$ cat src/assert_macros.svh
// assertion macros shared by the skinning blend modules
`ifndef ASSERT_MACROS_SVH
`define ASSERT_MACROS_SVH

// checked property, disabled while reset is asserted
`define VSB_ASSERT(lbl, prop, msg) \
    lbl: assert property (@(posedge i_clk) disable iff (!i_rst_n) (prop)) else $error(msg);

// checked property, also checked during reset
`define VSB_ASSERT_ALWAYS(lbl, prop, msg) \
    lbl: assert property (@(posedge i_clk) (prop)) else $error(msg);

`endif

$ cat src/vsb_pkg.sv
// shared types, constants and arithmetic helpers for the skinning blend block
package vsb_pkg;

    localparam int MAX_BONES   = 128;
    localparam int BONE_W      = (MAX_BONES > 1) ? $clog2(MAX_BONES) : 1;
    localparam int BANK_AW     = BONE_W + 2;
    localparam int BANK_DEPTH  = 1 << BANK_AW;
    localparam int QUEUE_DEPTH = 2;
    localparam int QPTR_W      = $clog2(QUEUE_DEPTH);
    localparam int QCNT_W      = $clog2(QUEUE_DEPTH + 1);

    localparam logic       OP_WRITE = 1'b0;
    localparam logic       OP_APPLY = 1'b1;
    localparam logic [1:0] ROW_LAST = 2'd3;

    typedef enum logic [1:0] {
        CMD_WRITE,
        CMD_APPLY,
        CMD_FLUSH
    } t_cmd_kind;

    // classified item passed from front to back
    typedef struct packed {
        t_cmd_kind          kind;
        logic               last;
        logic [BONE_W-1:0]  bone;
        logic [3:0]         elem;
        logic signed [31:0] value;
        logic signed [31:0] pos_x;
        logic signed [31:0] pos_y;
        logic signed [31:0] pos_z;
        logic signed [17:0] weight;
    } t_cmd;

    // control tag that travels with each matrix row through the datapath
    typedef struct packed {
        logic       valid;
        logic [1:0] row;
        logic       apply;
        logic       emit;
    } t_tag;

    // clamp to the signed 32-bit range
    function automatic logic signed [31:0] sat32(input logic signed [65:0] v);
        logic signed [31:0] res;
        if (v > 66'sh0_7FFF_FFFF) begin
            res = 32'sh7FFF_FFFF;
        end else if (v < -66'sh0_8000_0000) begin
            res = 32'sh8000_0000;
        end else begin
            res = v[31:0];
        end
        return res;
    endfunction

endpackage

$ cat src/vsb_front.sv
// front end: accepts items, classifies them and queues work for the back end
`include "assert_macros.svh"

module vsb_front (
    input  logic               i_clk,
    input  logic               i_rst_n,
    input  logic               i_cfg_we,
    input  logic [7:0]         i_cfg_data,
    input  logic               i_valid,
    output logic               o_ready,
    input  logic               i_opcode,
    input  logic [7:0]         i_bone_index,
    input  logic [3:0]         i_element_index,
    input  logic signed [31:0] i_element_value,
    input  logic signed [31:0] i_pos_x,
    input  logic signed [31:0] i_pos_y,
    input  logic signed [31:0] i_pos_z,
    input  logic signed [17:0] i_weight,
    input  logic               i_last_influence,
    output vsb_pkg::t_cmd      o_cmd,
    output logic               o_cmd_valid,
    input  logic               i_cmd_pop
);
    import vsb_pkg::*;

    logic [7:0]        r_bone_count;
    t_cmd              r_q [QUEUE_DEPTH];
    logic [QPTR_W-1:0] r_wp;
    logic [QPTR_W-1:0] r_rp;
    logic [QCNT_W-1:0] r_cnt;

    logic in_range;
    logic contributes;
    logic keep;
    logic push;
    t_cmd cmd;

    // bone count register
    always_ff @(posedge i_clk) begin
        if (!i_rst_n) begin
            r_bone_count <= '0;
        end else if (i_cfg_we) begin
            r_bone_count <= i_cfg_data;
        end
    end

    // classify the incoming transaction
    always_comb begin
        in_range    = {1'b0, i_bone_index} < 9'(MAX_BONES);
        contributes = in_range && (i_bone_index < r_bone_count) && (i_weight > 18'sd0);
        cmd.last    = i_last_influence;
        cmd.bone    = i_bone_index[BONE_W-1:0];
        cmd.elem    = i_element_index;
        cmd.value   = i_element_value;
        cmd.pos_x   = i_pos_x;
        cmd.pos_y   = i_pos_y;
        cmd.pos_z   = i_pos_z;
        cmd.weight  = i_weight;
        if (i_opcode == OP_WRITE) begin
            cmd.kind = CMD_WRITE;
            keep     = in_range;
        end else if (contributes) begin
            cmd.kind = CMD_APPLY;
            keep     = 1'b1;
        end else begin
            cmd.kind = CMD_FLUSH;
            keep     = i_last_influence;
        end
    end

    assign o_ready = (r_cnt != QCNT_W'(QUEUE_DEPTH));
    assign push    = i_valid && o_ready && keep;

    // queue storage
    always_ff @(posedge i_clk) begin
        if (push) begin
            r_q[r_wp] <= cmd;
        end
    end

    // queue pointers and fill count
    always_ff @(posedge i_clk) begin
        if (!i_rst_n) begin
            r_wp  <= '0;
            r_rp  <= '0;
            r_cnt <= '0;
        end else begin
            if (push) begin
                r_wp <= (r_wp == QPTR_W'(QUEUE_DEPTH - 1)) ? '0 : r_wp + 1'b1;
            end
            if (i_cmd_pop) begin
                r_rp <= (r_rp == QPTR_W'(QUEUE_DEPTH - 1)) ? '0 : r_rp + 1'b1;
            end
            r_cnt <= r_cnt + QCNT_W'(push) - QCNT_W'(i_cmd_pop);
        end
    end

    assign o_cmd_valid = (r_cnt != '0);
    assign o_cmd       = r_q[r_rp];

    `VSB_ASSERT(a_queue_bound, r_cnt <= QCNT_W'(QUEUE_DEPTH), "queue count above depth")
    `VSB_ASSERT(a_pop_nonempty, i_cmd_pop |-> r_cnt != '0, "pop from empty queue")

endmodule

$ cat config.mk
export PLATFORM = sky130hd
export DESIGN_NAME = vsb_front
export DESIGN_NICKNAME = d
export VERILOG_FILES = /design/src/vsb_pkg.sv /design/src/vsb_front.sv
export VERILOG_INCLUDE_DIRS = /design/src /design/src/src
export SDC_FILE = /design/constraint.sdc
export NUM_CORES = 1
export LEC_CHECK = 0
export ABC_CLOCK_PERIOD_IN_PS = 14000
export BUFFER_PORTS_ARGS = -buffer_cell sky130_fd_sc_hd__buf_2
export CORE_MARGIN = 3
export CORE_UTILIZATION = 35
export DETAILED_ROUTE_END_ITERATION = 7
export PLACE_DENSITY = 0.62
export SLEW_MARGIN = 40
export SYNTH_ARGS = -nofsm -noshare
export SYNTH_HDL_FRONTEND = slang
export SYNTH_SLANG_ARGS = --single-unit
$ cat constraint.sdc
create_clock -name i_clk -period 14 [get_ports i_clk]
set_input_delay 2.8 -clock i_clk [delete_from_list [all_inputs] [get_ports i_clk]]
set_output_delay 2.8 -clock i_clk [all_outputs]
set_load 0.03 [all_outputs]
==> results.md <==
- Post-route antenna net violation count: 0
- Clock buffer depth: 3
- Core area: about 0.034 mm²
- Buffers added on ports: around 330
- Number of standard cells after synthesis: between 500 and 600
- Biggest area contributors in the synthesized netlist: sky130_fd_sc_hd__edfxtp_1, sky130_fd_sc_hd__mux2_2, sky130_fd_sc_hd__dfxtp_1
- Largest clock skew in the final design: 0.0102 ns
- Initial Util: a little over a third
- Max Fclk: approximately 180 MHz
- Drt via density: around 4.6
- Number of detailed-route iterations in the first pass: 4
- Post-layout power: approximately 2.5 mW
- Cell Pwr Density: 160 mW/mm²
- Share of layout cells above drive strength 1: approximately 58%
- Startpoint types: input port
- Arrival time worst endpoint: 5.57 ns
- Library cell with the largest summed area after synthesis: sky130_fd_sc_hd__edfxtp_1
- Reg2reg end: r_q[1][103]
- Logic pwr share: around 15%
- Drt drc: 0
- Area occupied by multi-input gates: between 0.002 and 0.0025 mm²
- Largest net degree at the start of global routing: 76
- Clock sinks: 333
- Drt wl/cell: roughly 18 µm
- Switching portion of total power: 25.1%
- Clock edge transition at the registers on the reported setup and hold paths: roughly 0.06 ns
- I/O pin cnt: ~340
- Layout Area Growth over Synthesis: 28.2%
- Latest clock arrival within the worst-skew pair: 0.51 ns
- Final worst-path cycle share: around two fifths
- Count of H-tree levels built during CTS: 2
- Relative slew slack: between 40% and 50%
- Clock Root Buffer: sky130_fd_sc_hd__clkbuf_16
- Site Rows: 67
- Worst ir drop on vdd: 0.000103 V
- Post-synthesis instance area: 0.0123 mm²
- Reported max-cap violation count: 0
- Final hold viol count: 0
- Min-Delay Startpoint: r_wp
- Worst hold-check slack: 0.511 ns
- Share of the yosys chip area belonging to registers: between 80% and 90%
- Worst Path Max Fanout: 75
- Final routed wirelength across all metal layers: about 26 mm
- Count of cells along the worst hold path: 2
- Worst-Margin Slew: slightly below 0.8 ns
- Filler cell count: roughly 3000
- CP Capture Type: flop
- Placer Congestion: just over 0.7
- Total number of nets in the final design: roughly 1100
- Post-CTS sizing: 0
- Worst reg2reg path startpoint: r_bone_count[7]
- Syn Nets: ~770
- Hold Crit Endpoint: r_wp
- Leakage power: a little under 6 nW
- Setup-violating endpoint count in the final report: 0
- Number of warnings reported in the yosys synthesis log: 0
- Number of library cell types mapped by synthesis: 26
- First DRT Iteration DRCs: roughly 320
- Overall die area: 0.0374 mm²
- Area share of the largest cell type after synthesis: between 70 and 80%
- Worst Hold Class: reg2reg
- Setup TNS: 0 ns
- Switching power summed over all nets: around 630 µW
- Number of buffers inserted to repair setup after CTS: 0
- Type of the worst setup path: in2reg
- Worst reg-to-reg setup slack: roughly 11 ns
- Shortest clock period the worst path allows after layout: around 5.4 ns
- Die Y: approximately 190 µm
- Global-route wire length before repair: between 30 and 40 mm
- CTS buffer count: 37
- Reg2reg path depth: 8
- Hold Buf Count CTS: 0
- Vias in the first global route: about 6900
- Post-Place Cells: between 1000 and 1500
- CP required: ~14 ns
- Run status: completed
- Clock Power Share: approximately 37%
- Register cell area after layout: 0.00987 mm²
- Antenna violations before repair: 6
- Final HPWL from detailed placement: between 15 and 20 mm
- Total track usage: between 10% and 20%
- Commonest cells after routing, fill and taps aside: sky130_fd_sc_hd__buf_2, sky130_fd_sc_hd__edfxtp_1, sky130_fd_sc_hd__mux2_2, sky130_fd_sc_hd__clkbuf_16, sky130_fd_sc_hd__dfxtp_1
- Flop and latch count out of synthesis: 333
- Setup repair after global routing missed its margin: no
- Most common library cell in the layout ignoring fill and taps: sky130_fd_sc_hd__buf_2
- Vias: about 6500
- Final global-route overflow total: 0
- Die X-Extent: between 150 and 200 µm
- Final standard cell count with taps included and fillers excluded: approximately 1400
- Fraction of power consumed by sequential logic: between 40% and 50%
- Number of pins exceeding their max-slew limit in the final report: 0
- Clock tree from TritonCTS: done
- Avg Inst Size Synth: about 21 µm²
- Int Pwr: roughly 1.9 mW
metrics by stage:
stage	area (µm²)	setup slack, ns	util [%]
floorplan	12300	2.78	-
global placement	14500	7.76	42.6
detailed placement	14500	7.90	42.7
CTS	15700	8.41	46.2
global route	15700	8.31	46.3
finish	15700	8.55	46.3
cells by family (layout without fill, tap and decap cells):
logic type	count (synthesis)	count (layout)	synth area share (%)
DFF	333	333	80.3
muxes	169	169	15.4
and+or+nand+nor	32	32	1.51
buffers and inverters	29	416	1.05
adders and majority gates	9	9	0.917
AOI/OAI and AO/OA	8	8	0.580
xor gates and xnor gates	3	3	0.214
other	0	4	0
worst max path at each step:
stage | startpoint | end
after global routing | i_bone_index[7] | r_q[1][103]
after global placement | i_bone_index[7] | r_q[0][105]
after detailed placement | i_bone_index[7] | r_q[1][101]
after CTS | i_bone_index[7] | r_q[1][40]
final | i_bone_index[7] | r_q[1][103]
after floorplan | i_bone_index[7] | r_q[0][0]
metal layers:
| layer | vias up | share of wire, % | GRT usage [%] |
|---|---|---|---|
| met4 | 6 | 3.0 | 4.39 |
| li1 | 3023 | - | - |
| met2 | 250 | 49 | 22.8 |
| met1 | 3143 | 40 | 16.5 |
| met5 | - | 0.16 | 0 |
| met3 | 57 | 7.5 | 4.17 |
Yosys cell counts:
cell                        instances
sky130_fd_sc_hd__edfxtp_1         320
sky130_fd_sc_hd__mux2_2           160
sky130_fd_sc_hd__buf_2             16
sky130_fd_sc_hd__dfxtp_1           13
sky130_fd_sc_hd__ha_1               9
sky130_fd_sc_hd__inv_1              9
sky130_fd_sc_hd__mux2i_1            9
sky130_fd_sc_hd__nor2b_1            9
sky130_fd_sc_hd__and2_1             5
sky130_fd_sc_hd__clkbuf_1           4
sky130_fd_sc_hd__nand2b_1           4
sky130_fd_sc_hd__a21oi_1            3
sky130_fd_sc_hd__nand2_1            3
sky130_fd_sc_hd__nor2_1             3
sky130_fd_sc_hd__nor4_1             3
sky130_fd_sc_hd__nand4_1            2
sky130_fd_sc_hd__xnor2_1            2
sky130_fd_sc_hd__a2111oi_2          1
sky130_fd_sc_hd__a31oi_2            1
sky130_fd_sc_hd__and3_1             1
sky130_fd_sc_hd__o21ai_1            1
sky130_fd_sc_hd__o21ai_2            1
sky130_fd_sc_hd__o221ai_2           1
sky130_fd_sc_hd__or2_2              1
sky130_fd_sc_hd__or3_1              1
sky130_fd_sc_hd__xor2_1             1
power by group through the flow:
| stage | Sequential, mW | Combinational [mW] | Clock, mW |
|---|---|---|---|
| after floorplan | 1.23 | 0.261 | 0 |
| after global placement | 1.22 | 0.385 | 0 |
| after detailed placement | 1.22 | 0.391 | 0 |
| after CTS | 1.20 | 0.392 | 0.978 |
| after global routing | 1.20 | 0.410 | 1.02 |
| final | 1.20 | 0.384 | 0.944 |
registers in the layout, summed over array words and instances, names as in the netlist, named ones only:
name and count:
r_cnt 2, r_rp 1, r_wp 1, r_bone_count 8, r_q 320
area by class of cell:
type                       count  share of cell area (%)
clock buffer                  48                    6.41
multi-input combinational    221                    14.6
tap                          448                    3.56
antenna                        4                  0.0636
inverter                       9                   0.215
timing repair buffer         342                    11.2
clock inverter                17                    1.18
sequential                   333                    62.7
worst max-delay path, stage by stage:
cell,delay [ns]
sky130_fd_sc_hd__buf_2,0.12
sky130_fd_sc_hd__ha_1,0.33
sky130_fd_sc_hd__a2111oi_2,0.36
sky130_fd_sc_hd__o21ai_1,0.14
sky130_fd_sc_hd__a31oi_2,0.22
sky130_fd_sc_hd__o21ai_2,0.20
sky130_fd_sc_hd__nor2_4,0.65
sky130_fd_sc_hd__buf_6,0.66
No activity file was read; power rests on OpenSTA's default activity.
